### config.mk
export PLATFORM = sky130hd
export DESIGN_NAME = ansi_terminal_escape_parser_core
export DESIGN_NICKNAME = d
export VERILOG_FILES = /design/src/rtl/core/aesc_pkg.sv /design/src/rtl/core/aesc_fifo.sv /design/src/rtl/core/aesc_front.sv /design/src/rtl/core/aesc_back.sv /design/src/rtl/core/ansi_terminal_escape_parser_core.sv
export SDC_FILE = /design/constraint.sdc
export NUM_CORES = 1
export LEC_CHECK = 0
export ABC_AREA = 0
export BUFFER_PORTS_ARGS = -buffer_cell sky130_fd_sc_hd__buf_2
export CAP_MARGIN = 20
export CORE_UTILIZATION = 55
export CTS_BUF_LIST = sky130_fd_sc_hd__clkbuf_8 sky130_fd_sc_hd__clkbuf_16
export CTS_CLUSTER_SIZE = 20
export DETAILED_ROUTE_END_ITERATION = 10
export PLACE_DENSITY_LB_ADDON = 0.15
export SYNTH_ARGS = -nofsm -noshare
export SYNTH_HDL_FRONTEND = slang
export SYNTH_SLANG_ARGS = --single-unit
### constraint.sdc
create_clock -name clk -period 6.5 [get_ports clk]
set_clock_uncertainty 0.1 [all_clocks]
set_input_delay 0.65 -clock clk [delete_from_list [all_inputs] [get_ports clk]]
set_output_delay 0.65 -clock clk [all_outputs]
set_load 0.02 [all_outputs]
### src/rtl/core/aesc_pkg.sv
// Shared types and constants for the terminal escape parser core.
// No dependencies; imported by every other file in rtl/core except aesc_fifo.
package aesc_pkg;

  localparam int BYTE_W   = 8;
  localparam int COORD_W  = 16;
  localparam int COLOUR_W = 16;
  localparam int PARAM_W  = 12;
  localparam int GLYPH_W  = 7;
  localparam int CMD_W    = 3;

  localparam logic [PARAM_W-1:0] PARAM_SAT = 12'd3276;

  // Result command codes
  localparam logic [CMD_W-1:0] CMD_GLYPH     = 3'd0;
  localparam logic [CMD_W-1:0] CMD_CLEAR_ROW = 3'd1;
  localparam logic [CMD_W-1:0] CMD_CLEAR_SCR = 3'd2;
  localparam logic [CMD_W-1:0] CMD_SCROLL    = 3'd3;
  localparam logic [CMD_W-1:0] CMD_COLOURS   = 3'd4;
  localparam logic [CMD_W-1:0] CMD_MOVE      = 3'd5;

  // Received characters of interest
  localparam logic [BYTE_W-1:0] CHAR_BS    = 8'h08;
  localparam logic [BYTE_W-1:0] CHAR_LF    = 8'h0A;
  localparam logic [BYTE_W-1:0] CHAR_VT    = 8'h0B;
  localparam logic [BYTE_W-1:0] CHAR_FF    = 8'h0C;
  localparam logic [BYTE_W-1:0] CHAR_CR    = 8'h0D;
  localparam logic [BYTE_W-1:0] CHAR_ESC   = 8'h1B;
  localparam logic [BYTE_W-1:0] CHAR_ZERO  = 8'h30;
  localparam logic [BYTE_W-1:0] CHAR_NINE  = 8'h39;
  localparam logic [BYTE_W-1:0] CHAR_SEMI  = 8'h3B;
  localparam logic [BYTE_W-1:0] CHAR_AT    = 8'h40;
  localparam logic [BYTE_W-1:0] CHAR_UP    = 8'h41;
  localparam logic [BYTE_W-1:0] CHAR_DOWN  = 8'h42;
  localparam logic [BYTE_W-1:0] CHAR_RIGHT = 8'h43;
  localparam logic [BYTE_W-1:0] CHAR_LEFT  = 8'h44;
  localparam logic [BYTE_W-1:0] CHAR_SU    = 8'h53;
  localparam logic [BYTE_W-1:0] CHAR_SD    = 8'h54;
  localparam logic [BYTE_W-1:0] CHAR_SGR   = 8'h6D;
  localparam logic [BYTE_W-1:0] CHAR_TILDE = 8'h7E;

  localparam logic [COORD_W-1:0] LINE_PX  = 16'd10;
  localparam logic [COORD_W-1:0] CHAR_PX  = 16'd6;
  localparam logic [GLYPH_W-1:0] BLANK    = 7'd32;

  localparam logic [PARAM_W-1:0] SGR_FG_LO = 12'd30;
  localparam logic [PARAM_W-1:0] SGR_FG_HI = 12'd37;
  localparam logic [PARAM_W-1:0] SGR_BG_LO = 12'd40;
  localparam logic [PARAM_W-1:0] SGR_BG_HI = 12'd47;

  localparam logic [COLOUR_W-1:0] COLOUR_WHITE  = 16'hFFFF;
  localparam logic [COLOUR_W-1:0] COLOUR_BLACK  = 16'h0000;
  localparam logic [COLOUR_W-1:0] COLOUR_DIM    = 16'h0800;
  localparam logic [COLOUR_W-1:0] COLOUR_TAB [8] = '{
    16'h0000, 16'hF800, 16'h07E0, 16'hFFE0, 16'h001F, 16'hF81F, 16'h07FF, 16'hFFFF
  };

  // Decoded operation codes passed from front to back
  typedef logic [3:0] op_code_t;
  localparam op_code_t OP_CR       = 4'd0;
  localparam op_code_t OP_LF       = 4'd1;
  localparam op_code_t OP_VT       = 4'd2;
  localparam op_code_t OP_BS       = 4'd3;
  localparam op_code_t OP_FF       = 4'd4;
  localparam op_code_t OP_GLYPH    = 4'd5;
  localparam op_code_t OP_SGR      = 4'd6;
  localparam op_code_t OP_MOVE_ROW = 4'd7;
  localparam op_code_t OP_MOVE_COL = 4'd8;
  localparam op_code_t OP_SCROLL   = 4'd9;

  // Colour action of an SGR final
  typedef logic [1:0] sgr_act_t;
  localparam sgr_act_t SGR_KEEP  = 2'd0;
  localparam sgr_act_t SGR_RESET = 2'd1;
  localparam sgr_act_t SGR_FORE  = 2'd2;
  localparam sgr_act_t SGR_BACK  = 2'd3;

  typedef struct packed {
    op_code_t             code;
    logic [GLYPH_W-1:0]   glyph;
    sgr_act_t             sgr;
    logic [COORD_W-1:0]   arg;   // signed delta, scroll amount or colour
  } op_t;

  typedef struct packed {
    logic [CMD_W-1:0]     command;
    logic [COORD_W-1:0]   pos_x;
    logic [COORD_W-1:0]   pos_y;
    logic [GLYPH_W-1:0]   glyph;
    logic [COLOUR_W-1:0]  fore_colour;
    logic [COLOUR_W-1:0]  back_colour;
    logic [COORD_W-1:0]   scroll_amount;
    logic                 last;
  } result_t;

endpackage

### src/rtl/core/aesc_fifo.sv
// Small register FIFO used for the op queue and the result queue.
// No package dependency.
module aesc_fifo #(
  parameter int WIDTH = 8,
  parameter int DEPTH = 2
) (
  input  logic             clk,
  input  logic             rst_n,
  input  logic             wr_en,
  input  logic [WIDTH-1:0] wr_data,
  output logic             full,
  input  logic             rd_en,
  output logic [WIDTH-1:0] rd_data,
  output logic             empty
);
  localparam int AW = (DEPTH > 1) ? $clog2(DEPTH) : 1;
  localparam int CW = $clog2(DEPTH + 1);
  localparam logic [AW-1:0] PTR_LAST = AW'(DEPTH - 1);
  localparam logic [CW-1:0] CNT_FULL = CW'(DEPTH);
  localparam logic [CW-1:0] CNT_ONE  = CW'(1);

  logic [WIDTH-1:0] mem_r [DEPTH];
  logic [AW-1:0]    wr_ptr_r, wr_ptr_nxt;
  logic [AW-1:0]    rd_ptr_r, rd_ptr_nxt;
  logic [CW-1:0]    count_r, count_nxt;

  assign full    = (count_r == CNT_FULL);
  assign empty   = (count_r == '0);
  assign rd_data = mem_r[rd_ptr_r];

  always_comb begin
    wr_ptr_nxt = wr_ptr_r;
    rd_ptr_nxt = rd_ptr_r;
    count_nxt  = count_r;
    if (wr_en) begin
      wr_ptr_nxt = (wr_ptr_r == PTR_LAST) ? '0 : wr_ptr_r + AW'(1);
    end
    if (rd_en) begin
      rd_ptr_nxt = (rd_ptr_r == PTR_LAST) ? '0 : rd_ptr_r + AW'(1);
    end
    unique case ({wr_en, rd_en})
      2'b10:   count_nxt = count_r + CNT_ONE;
      2'b01:   count_nxt = count_r - CNT_ONE;
      default: count_nxt = count_r;
    endcase
  end

  always_ff @(posedge clk) begin
    if (!rst_n) begin
      wr_ptr_r <= '0;
      rd_ptr_r <= '0;
      count_r  <= '0;
    end else begin
      wr_ptr_r <= wr_ptr_nxt;
      rd_ptr_r <= rd_ptr_nxt;
      count_r  <= count_nxt;
    end
  end

  always_ff @(posedge clk) begin
    if (wr_en) begin
      mem_r[wr_ptr_r] <= wr_data;
    end
  end

endmodule

### src/rtl/core/aesc_front.sv
// Front end: escape-sequence parser and byte classifier.
// Uses aesc_pkg; produces aesc_pkg::op_t entries for the op queue.
module aesc_front #(
  parameter int MAX_PARAMS = 2
) (
  input  logic                 clk,
  input  logic                 rst_n,
  input  logic                 take,
  input  logic [7:0]           rx_byte,
  output logic                 op_wr,
  output aesc_pkg::op_t        op
);
  import aesc_pkg::*;

  localparam int FIELD_W = $clog2(MAX_PARAMS + 2);
  localparam logic [FIELD_W-1:0] FIELD_IDLE = '0;
  localparam logic [FIELD_W-1:0] FIELD_ONE  = FIELD_W'(1);
  localparam logic [FIELD_W-1:0] K_MAX      = FIELD_W'(MAX_PARAMS);
  localparam bit HAS_SECOND = (MAX_PARAMS > 1);

  logic [FIELD_W-1:0]  field_r, field_nxt;
  logic [PARAM_W-1:0]  p1_r, p1_nxt;
  logic [PARAM_W-1:0]  p2_r, p2_nxt;

  logic [FIELD_W-1:0]  k;
  logic [PARAM_W-1:0]  cur_p;
  logic [15:0]         acc;
  logic [PARAM_W-1:0]  acc_sat;
  logic [15:0]         p10;
  logic [15:0]         p6;
  logic [PARAM_W-1:0]  fg_off;
  logic [PARAM_W-1:0]  bg_off;
  logic                bright;
  logic                op_vld;

  assign k      = field_r - FIELD_ONE;
  assign cur_p  = (k == FIELD_IDLE) ? p1_r : p2_r;
  assign acc    = ({4'b0, cur_p} << 3) + ({4'b0, cur_p} << 1) + {12'b0, rx_byte[3:0]};
  assign acc_sat = (acc > {4'b0, PARAM_SAT}) ? PARAM_SAT : acc[PARAM_W-1:0];
  assign p10    = ({4'b0, p1_r} << 3) + ({4'b0, p1_r} << 1);
  assign p6     = ({4'b0, p1_r} << 2) + ({4'b0, p1_r} << 1);
  assign fg_off = p2_r - SGR_FG_LO;
  assign bg_off = p2_r - SGR_BG_LO;
  assign bright = (p1_r != '0);
  assign op_wr  = take && op_vld;

  always_comb begin
    field_nxt = field_r;
    p1_nxt    = p1_r;
    p2_nxt    = p2_r;
    op_vld    = 1'b0;
    op        = '0;
    if (!rx_byte[7]) begin
      if (field_r == FIELD_IDLE) begin
        op_vld = 1'b1;
        unique case (rx_byte)
          CHAR_CR:  op.code = OP_CR;
          CHAR_LF:  op.code = OP_LF;
          CHAR_VT:  op.code = OP_VT;
          CHAR_BS:  op.code = OP_BS;
          CHAR_FF:  op.code = OP_FF;
          CHAR_ESC: begin
            op_vld    = 1'b0;
            field_nxt = FIELD_ONE;
          end
          default: begin
            op.code  = OP_GLYPH;
            op.glyph = rx_byte[6:0];
          end
        endcase
      end else begin
        priority if (rx_byte >= CHAR_ZERO && rx_byte <= CHAR_NINE) begin
          if (k == FIELD_IDLE) begin
            p1_nxt = acc_sat;
          end else if (HAS_SECOND && k == FIELD_ONE) begin
            p2_nxt = acc_sat;
          end
        end else if (rx_byte == CHAR_SEMI) begin
          if (k < K_MAX) begin
            field_nxt = field_r + FIELD_ONE;
          end
        end else if (rx_byte > CHAR_AT && rx_byte < CHAR_TILDE) begin
          // Any final byte closes the sequence, overflow included
          field_nxt = FIELD_IDLE;
          p1_nxt    = '0;
          p2_nxt    = '0;
          op_vld    = 1'b1;
          unique case (rx_byte)
            CHAR_SGR: begin
              op.code = OP_SGR;
              if (k == FIELD_ONE) begin
                if (p2_r == '0) begin
                  op.sgr = SGR_RESET;
                end else if (p2_r >= SGR_FG_LO && p2_r <= SGR_FG_HI) begin
                  op.sgr = SGR_FORE;
                  op.arg = (bright && p2_r == SGR_FG_LO) ? COLOUR_DIM
                                                         : COLOUR_TAB[fg_off[2:0]];
                end else if (p2_r >= SGR_BG_LO && p2_r <= SGR_BG_HI) begin
                  op.sgr = SGR_BACK;
                  op.arg = (bright && p2_r == SGR_BG_LO) ? COLOUR_DIM
                                                         : COLOUR_TAB[bg_off[2:0]];
                end
              end else if (k == FIELD_IDLE && !bright) begin
                op.sgr = SGR_RESET;
              end
            end
            CHAR_UP: begin
              op.code = OP_MOVE_ROW;
              op.arg  = 16'd0 - p10;
            end
            CHAR_DOWN: begin
              op.code = OP_MOVE_ROW;
              op.arg  = p10;
            end
            CHAR_RIGHT: begin
              op.code = OP_MOVE_COL;
              op.arg  = p6;
            end
            CHAR_LEFT: begin
              op.code = OP_MOVE_COL;
              op.arg  = 16'd0 - p6;
            end
            CHAR_SU: begin
              op.code = OP_SCROLL;
              op.arg  = p10;
            end
            CHAR_SD: begin
              op.code = OP_SCROLL;
              op.arg  = 16'd0 - p10;
            end
            default: op_vld = 1'b0;
          endcase
        end else begin
          op_vld = 1'b0;
        end
      end
    end
  end

  always_ff @(posedge clk) begin
    if (!rst_n) begin
      field_r <= FIELD_IDLE;
      p1_r    <= '0;
      p2_r    <= '0;
    end else if (take) begin
      field_r <= field_nxt;
      p1_r    <= p1_nxt;
      p2_r    <= p2_nxt;
    end
  end

endmodule

### src/rtl/core/aesc_back.sv
// Back end: executes decoded ops on cursor and colour state, builds results.
// Uses aesc_pkg; reads the op queue head, writes the result queue.
module aesc_back (
  input  logic                  clk,
  input  logic                  rst_n,
  input  logic                  op_valid,
  input  aesc_pkg::op_t         op,
  input  logic                  res_space,
  input  logic [9:0]            screen_height,
  output logic                  op_pop,
  output logic                  res_wr,
  output aesc_pkg::result_t     res
);
  import aesc_pkg::*;

  logic [COORD_W-1:0]  col_r, col_nxt;
  logic [COORD_W-1:0]  row_r, row_nxt;
  logic [COLOUR_W-1:0] fore_r, fore_nxt;
  logic [COLOUR_W-1:0] back_r, back_nxt;
  logic                bs_phase_r;
  logic                go;
  logic                wrap;

  assign go     = op_valid && res_space;
  assign res_wr = go;
  assign op_pop = go && (op.code != OP_BS || bs_phase_r);
  // Bottom wrap test, signed cursor row against height minus one line
  assign wrap   = $signed({row_r[15], row_r}) >= ($signed({7'b0, screen_height}) - 17'sd10);

  always_comb begin
    col_nxt  = col_r;
    row_nxt  = row_r;
    fore_nxt = fore_r;
    back_nxt = back_r;
    res      = '0;
    res.last = 1'b1;
    unique case (op.code)
      OP_CR: begin
        col_nxt     = '0;
        res.command = CMD_MOVE;
        res.pos_y   = row_r;
      end
      OP_LF: begin
        col_nxt     = '0;
        row_nxt     = row_r + LINE_PX;
        res.command = CMD_CLEAR_ROW;
        res.pos_y   = row_nxt;
      end
      OP_VT: begin
        col_nxt     = '0;
        row_nxt     = row_r - LINE_PX;
        res.command = CMD_MOVE;
        res.pos_y   = row_nxt;
      end
      OP_BS: begin
        res.command = CMD_GLYPH;
        res.glyph   = BLANK;
        res.pos_y   = row_r;
        if (bs_phase_r) begin
          col_nxt   = col_r - CHAR_PX;
          res.pos_x = col_nxt;
        end else begin
          res.pos_x = col_r;
          res.last  = 1'b0;
        end
      end
      OP_FF: begin
        col_nxt     = '0;
        row_nxt     = '0;
        res.command = CMD_CLEAR_SCR;
      end
      OP_GLYPH: begin
        if (wrap) begin
          row_nxt = '0;
        end
        col_nxt     = col_r + CHAR_PX;
        res.command = CMD_GLYPH;
        res.pos_x   = col_r;
        res.pos_y   = row_nxt;
        res.glyph   = op.glyph;
      end
      OP_SGR: begin
        unique case (op.sgr)
          SGR_RESET: begin
            fore_nxt = COLOUR_WHITE;
            back_nxt = COLOUR_BLACK;
          end
          SGR_FORE: fore_nxt = op.arg;
          SGR_BACK: back_nxt = op.arg;
          default:  fore_nxt = fore_r;
        endcase
        res.command = CMD_COLOURS;
      end
      OP_MOVE_ROW: begin
        row_nxt     = row_r + op.arg;
        res.command = CMD_MOVE;
        res.pos_x   = col_r;
        res.pos_y   = row_nxt;
      end
      OP_MOVE_COL: begin
        col_nxt     = col_r + op.arg;
        res.command = CMD_MOVE;
        res.pos_x   = col_nxt;
        res.pos_y   = row_r;
      end
      OP_SCROLL: begin
        res.command       = CMD_SCROLL;
        res.pos_x         = col_r;
        res.pos_y         = row_r;
        res.scroll_amount = op.arg;
      end
      default: res.command = CMD_MOVE;
    endcase
    res.fore_colour = fore_nxt;
    res.back_colour = back_nxt;
  end

  always_ff @(posedge clk) begin
    if (!rst_n) begin
      col_r      <= '0;
      row_r      <= '0;
      fore_r     <= COLOUR_WHITE;
      back_r     <= COLOUR_BLACK;
      bs_phase_r <= 1'b0;
    end else if (go) begin
      col_r      <= col_nxt;
      row_r      <= row_nxt;
      fore_r     <= fore_nxt;
      back_r     <= back_nxt;
      bs_phase_r <= (op.code == OP_BS) && !bs_phase_r;
    end
  end

endmodule

### src/rtl/core/ansi_terminal_escape_parser_core.sv
// Top level of the terminal escape parser core: front parser, op queue,
// back executor, result queue. Uses aesc_pkg, aesc_front, aesc_fifo, aesc_back.
//
//  channel   dir  handshake          payload
//  -------   ---  -----------------  -------------------------------------------
//  input     in   push / full        in_rx_byte[7:0]
//  result    out  empty / pop        out_command .. out_last (8 fields)
//  config    in   cfg_we             cfg_wdata[9:0] = screen height in pixels
//
// Flow: a byte is taken every cycle while the op queue has room; the
// back end retires one result per cycle while the result queue has space,
// so a backspace yields two results and every other byte one or none.
// Reset (rst_n low, synchronous) empties both queues, idles the parser and
// homes the cursor with white-on-black colours; screen height returns to 320.
// Stalls: a held pop fills the result queue, then the op queue, then full rises.
module ansi_terminal_escape_parser_core #(
  parameter int MAX_PARAMS = 2
) (
  input  logic               clk,
  input  logic               rst_n,
  // input transactions
  input  logic               push,
  output logic               full,
  input  logic [7:0]         in_rx_byte,
  // result transactions
  output logic               empty,
  input  logic               pop,
  output logic [2:0]         out_command,
  output logic signed [15:0] out_pos_x,
  output logic signed [15:0] out_pos_y,
  output logic [6:0]         out_glyph,
  output logic [15:0]        out_fore_colour,
  output logic [15:0]        out_back_colour,
  output logic signed [15:0] out_scroll_amount,
  output logic               out_last,
  // configuration
  input  logic               cfg_we,
  input  logic [9:0]         cfg_wdata
);
  import aesc_pkg::*;

  localparam int QUEUE_DEPTH = 2;
  localparam logic [9:0] HEIGHT_RESET = 10'd320;

  logic [9:0] screen_height_r;

  logic       take;
  logic       op_wr;
  op_t        op_in;
  logic       op_full;
  logic       op_empty;
  op_t        op_head;
  logic       op_pop;

  logic       res_wr;
  result_t    res_in;
  logic       res_full;
  logic       res_empty;
  result_t    res_head;
  logic       res_pop;
  logic       res_space;

  // Input transaction accepted whenever the op queue has a free slot,
  // even for bytes that the parser swallows.
  assign full  = op_full;
  assign take  = push && !op_full;

  // Result slot frees in the same cycle as a pop, keeping one result per cycle.
  assign res_pop   = pop && !res_empty;
  assign res_space = !res_full || res_pop;

  always_ff @(posedge clk) begin
    if (!rst_n) begin
      screen_height_r <= HEIGHT_RESET;
    end else if (cfg_we) begin
      screen_height_r <= cfg_wdata;
    end
  end

  aesc_front #(
    .MAX_PARAMS (MAX_PARAMS)
  ) u_front (
    .clk     (clk),
    .rst_n   (rst_n),
    .take    (take),
    .rx_byte (in_rx_byte),
    .op_wr   (op_wr),
    .op      (op_in)
  );

  aesc_fifo #(
    .WIDTH ($bits(op_t)),
    .DEPTH (QUEUE_DEPTH)
  ) u_opq (
    .clk     (clk),
    .rst_n   (rst_n),
    .wr_en   (op_wr),
    .wr_data (op_in),
    .full    (op_full),
    .rd_en   (op_pop),
    .rd_data (op_head),
    .empty   (op_empty)
  );

  aesc_back u_back (
    .clk           (clk),
    .rst_n         (rst_n),
    .op_valid      (!op_empty),
    .op            (op_head),
    .res_space     (res_space),
    .screen_height (screen_height_r),
    .op_pop        (op_pop),
    .res_wr        (res_wr),
    .res           (res_in)
  );

  aesc_fifo #(
    .WIDTH ($bits(result_t)),
    .DEPTH (QUEUE_DEPTH)
  ) u_resq (
    .clk     (clk),
    .rst_n   (rst_n),
    .wr_en   (res_wr),
    .wr_data (res_in),
    .full    (res_full),
    .rd_en   (res_pop),
    .rd_data (res_head),
    .empty   (res_empty)
  );

  assign empty             = res_empty;
  assign out_command       = res_head.command;
  assign out_pos_x         = $signed(res_head.pos_x);
  assign out_pos_y         = $signed(res_head.pos_y);
  assign out_glyph         = res_head.glyph;
  assign out_fore_colour   = res_head.fore_colour;
  assign out_back_colour   = res_head.back_colour;
  assign out_scroll_amount = $signed(res_head.scroll_amount);
  assign out_last          = res_head.last;

endmodule

==> key figures <==
Worst setup path
  • Setup crit start kind: flip-flop
  • Worst path most repeated cell: sky130_fd_sc_hd__inv_1
  • Delay of the slowest critical-path stage: 0.57 ns
  • Endpoint arrival time on the critical path: 4.88 ns
  • Critical-path maximum fanout: 14
  • CP Buf/Inv Count: 3
  • Crit. End Element: flip-flop
  • Critical-path cell with the highest stage delay: sky130_fd_sc_hd__ha_1
  • Worst-path cell chain: inv_1 -> ha_1 -> mux2_2 -> inv_1 -> fa_1 -> inv_1 -> fa_1 -> a21o_1 -> a21oi_1 -> o21a_1 -> o221ai_1 -> o2111a_1 -> o21ai_0 -> o21bai_1 -> nor2_1 -> a22o_1
  • Critical path data required time: 6.86 ns
  • Setup Crit Path Kind: flip-flop to flip-flop
  • Reg-to-reg startpoint: u_front.field_r[1]
  • Launch point of the worst path: u_front.field_r[1]
  • Top Family by Delay on Critical Path: compound AO/OA/AOI/OAI gates

Routing
  • Post-detailed-routing wire length: 55400 um
  • Number of iterations in the first detailed-routing pass: 5
  • Remaining design rule violation count: 0
  • Drt wl/cell: between 20 and 25 um
  • DRC marker count from the first detailed-route iteration: ~1400
  • Via density per instance: 6.20
  • Antenna violation net count after detailed routing: 0
  • Routed via count: 16900

Timing
  • Min Hold Slack: 0.225 ns
  • Relative slew margins: 28.1%
  • Final number of hold-violating endpoints: 0
  • Setup violation total in the final timing report: 0
  • Slew at the pin closest to its max-slew limit: 1.08 ns
  • Maximum clock frequency: about 0.22 GHz
  • Period Utilization, post-route: 69.4%
  • Number of slew-limit violations in the final report: 0
  • Final TNS setup: 0 ns
  • Time the worst path needs with I/O delays and setup: 4.51 ns
  • Unrepaired setup endpoints after global routing: no

Synthesis
  • Portion of netlist area occupied by mux cells: 7.64%
  • #FFs+latches synth: 351
  • Area fraction in compound gates after synthesis: 17.4%
  • Gate Count Post-Synth: 2114
  • Mean cell area of the mapped netlist: between 9 and 10 um2
  • EDFF count, synth: 240
  • Simple logic cell fraction of the synthesized area: between 10% and 20%
  • Xor and xnor area share after synthesis: approximately 3.9%
  • Share of the yosys chip area belonging to registers: 44.8%
  • Nets in the synthesized netlist: 2255
  • Main synth FF type: sky130_fd_sc_hd__edfxtp_1
  • Mapped Area: 21100 um2
  • Adder and majority gate portion of the synthesized area: 7.23%
  • Dominant combinational cell family by area after synthesis: compound AO/OA/AOI/OAI gates
  • Number of unique standard cell types used by synthesis: 83
  • Syn. warnings: 0
  • Fraction of registers with async set or reset after synthesis: 0%

Layout
  • Antenna Diode Count: 0
  • Layout net count: 2320
  • Area Growth Syn to Fin: 10.9%
  • Share of post-route cells with drive strength above 1: between 15 and 20%

Floorplan
  • Die Footprint: between 30000 and 40000 um2
  • Horizontal die dimension: approximately 200 um
  • Effective utilization at floorplan: between 50% and 60%
  • Core Footprint: about 38000 um2
  • Std-Cell Rows: 71
  • Die height: slightly below 200 um
  • Count of pins on the block boundary: 116

GRT
  • First-pass GRT wire length: 86300 um
  • Grt met3 use: just under 5%
  • Global-route track usage on met1: 38.2%
  • Most congested layer reported by global routing: met2
  • Overflow left after global routing: 0
  • Largest net degree at the start of global routing: 94
  • Total GRT Usage: 28.3%
  • Vias in the first global route: ~16000
  • Global Route met2 Usage: 45.9%
  • Antenna violations before repair: 0

Min path
  • Path type of the worst min-delay path: primary input to flip-flop
  • Startpoint of the lowest-slack hold path: cfg_wdata[8]

Clock tree
  • Number of post-CTS setup repair buffers: 0
  • Later-pin clock latency in the skew report: around 0.57 ns
  • Clock H-tree levels: 2
  • Total clock sinks: 351
  • Post-CTS clock slew at the launch and capture registers of the worst setup and hold paths: 0.06 ns
  • Number of buffers inserted during clock tree synthesis: 39
  • Clock Tree Root: sky130_fd_sc_hd__clkbuf_16
  • TritonCTS clock tree: done
  • Number of buffers on the longest clock path: 3
  • Number of buffers inserted for hold repair after clock tree synthesis: 0
  • Total of cells resized after clock tree synthesis: 0

Power
  • Leakage power of the design: between 9 and 10 nW
  • Largest voltage drop on the vdd net: about 0.00027 V
  • Pwr/cell area: 360 nW/um2

Flow run
  • Maximum capacitance violations: 0

Run status
  • Outcome: completed

Placed design
  • Post-detail-place hpwl: roughly 38000 um
  • Placer congestion estimate: 0.920
  • Port buffer count: 115
[routing by layer]
layer	up-vias	part of all wire (%)
met5	-	0
met4	0	2.8
met3	117	6.8
met2	647	47
met1	8093	43
li1	8001	-
[logic make-up (layout without fill, tap and decap cells)]
logic type,Yosys count,count (layout)
buf+inv,167,263
mux,146,146
compound gates,553,553
simple gates,686,686
flops,351,351
xor+xnor,93,93
fa+ha+maj,118,118
[where the power goes]
| part | leakage [nW] | switching, mW | total [mW] | internal [mW] |
|---|---|---|---|---|
| Sequential | 3.10 | 0.264 | 3.19 | 2.93 |
| Clock | 0.666 | 0.925 | 2.18 | 1.26 |
| Combinational | 5.28 | 1.92 | 3.02 | 1.09 |
[cells in the mapped netlist (all sizes together) (23+ instances only)]
library cell	count	area share, %
inv	52	0.93
a31oi	24	0.71
xor2	31	1.3
mux2	118	6.3
mux2i	28	1.3
ha	112	6.7
edfxtp	240	34
a21boi	23	0.82
o21ai	139	3.3
a22o	31	1.3
and3	45	1.3
and2	28	0.83
nor2	188	3.4
a21o	26	0.93
a21oi	125	3.0
nor2b	35	1.0
dfxtp	111	11
clkbuf	97	1.7
nand3	48	1.1
nand2b	25	0.74
xnor2	62	2.6
nand2	178	3.2
nor3	52	1.3
[state kept, by name (all words and copies together), names as in the netlist, 12 cells and up, named ones only]
name           count
u_back.col_r      16
u_front.p2_r      12
u_back.row_r      16
u_opq.mem_r       58
u_front.p1_r      12
u_resq.mem_r     182
u_back.back_r     16
u_back.fore_r     16
[worst register-to-register path: cells and delay by family (launching register included)]
kind / cells / cell delay, ns
AO/OA/AOI/OAI: 8 / 1.77
adder cells (fa/ha/maj): 3 / 1.51
flip-flops: 1 / 0.34
multiplexers: 1 / 0.30
buffers and inverters: 3 / 0.22
AND/OR/NAND/NOR: 1 / 0.20
[path summary, 6_finish.rpt]
path                                      endpoint  slack (ns)  cells past startpoint
worst min register to register    u_back.back_r[3]        0.36                      2
worst min-delay path            screen_height_r[8]        0.23                      3
worst max register to register     u_front.p1_r[4]        1.99                     16
worst max-delay path               u_front.p1_r[4]        1.99                     16
[layout by cell type, fill, tap and decap left out, drive strengths merged, types with 15 or more instances in the layout]
master / instances
xor2: 31
o21ai: 139
clkbuf: 47
nand2: 178
dfxtp: 111
inv: 66
o21a: 17
a21o: 26
nor4: 18
a21boi: 23
ha: 112
and2: 28
a22oi: 17
a21oi: 125
or3: 15
mux2i: 28
and3: 45
a22o: 31
o211ai: 15
nand2b: 25
a31oi: 24
nor2b: 35
nor3: 52
mux2: 118
edfxtp: 240
xnor2: 62
nor2: 188
buf: 138
nand3: 48
[stage by stage]
stage | setup slack, ns | area [um2] | std cells | utilization (%) | power, mW
final | 1.99 | 23300 | 2721 | 62.0 | 8.39
after global routing | 1.56 | 23300 | 2721 | 62.0 | 8.80
after CTS | 2.02 | 23300 | 2720 | 61.9 | 8.42
after detailed placement | 2.01 | 22000 | 2648 | 58.5 | 6.22
after global placement | 2.15 | 22000 | 2648 | 58.5 | 6.15
after floorplan | 0.517 | 21100 | 2114 | - | 5.31
[final cells by class]
cell class	count	area [um2]
repair buffers	138	761
well taps	511	639
fillers	3188	14300
clock buffers	47	1100
flip-flops and latches	351	9430
multi-input cells	1596	11000
inverters	53	199
clock inverters	25	193
Note: power is estimated with default switching activity, not from simulation.
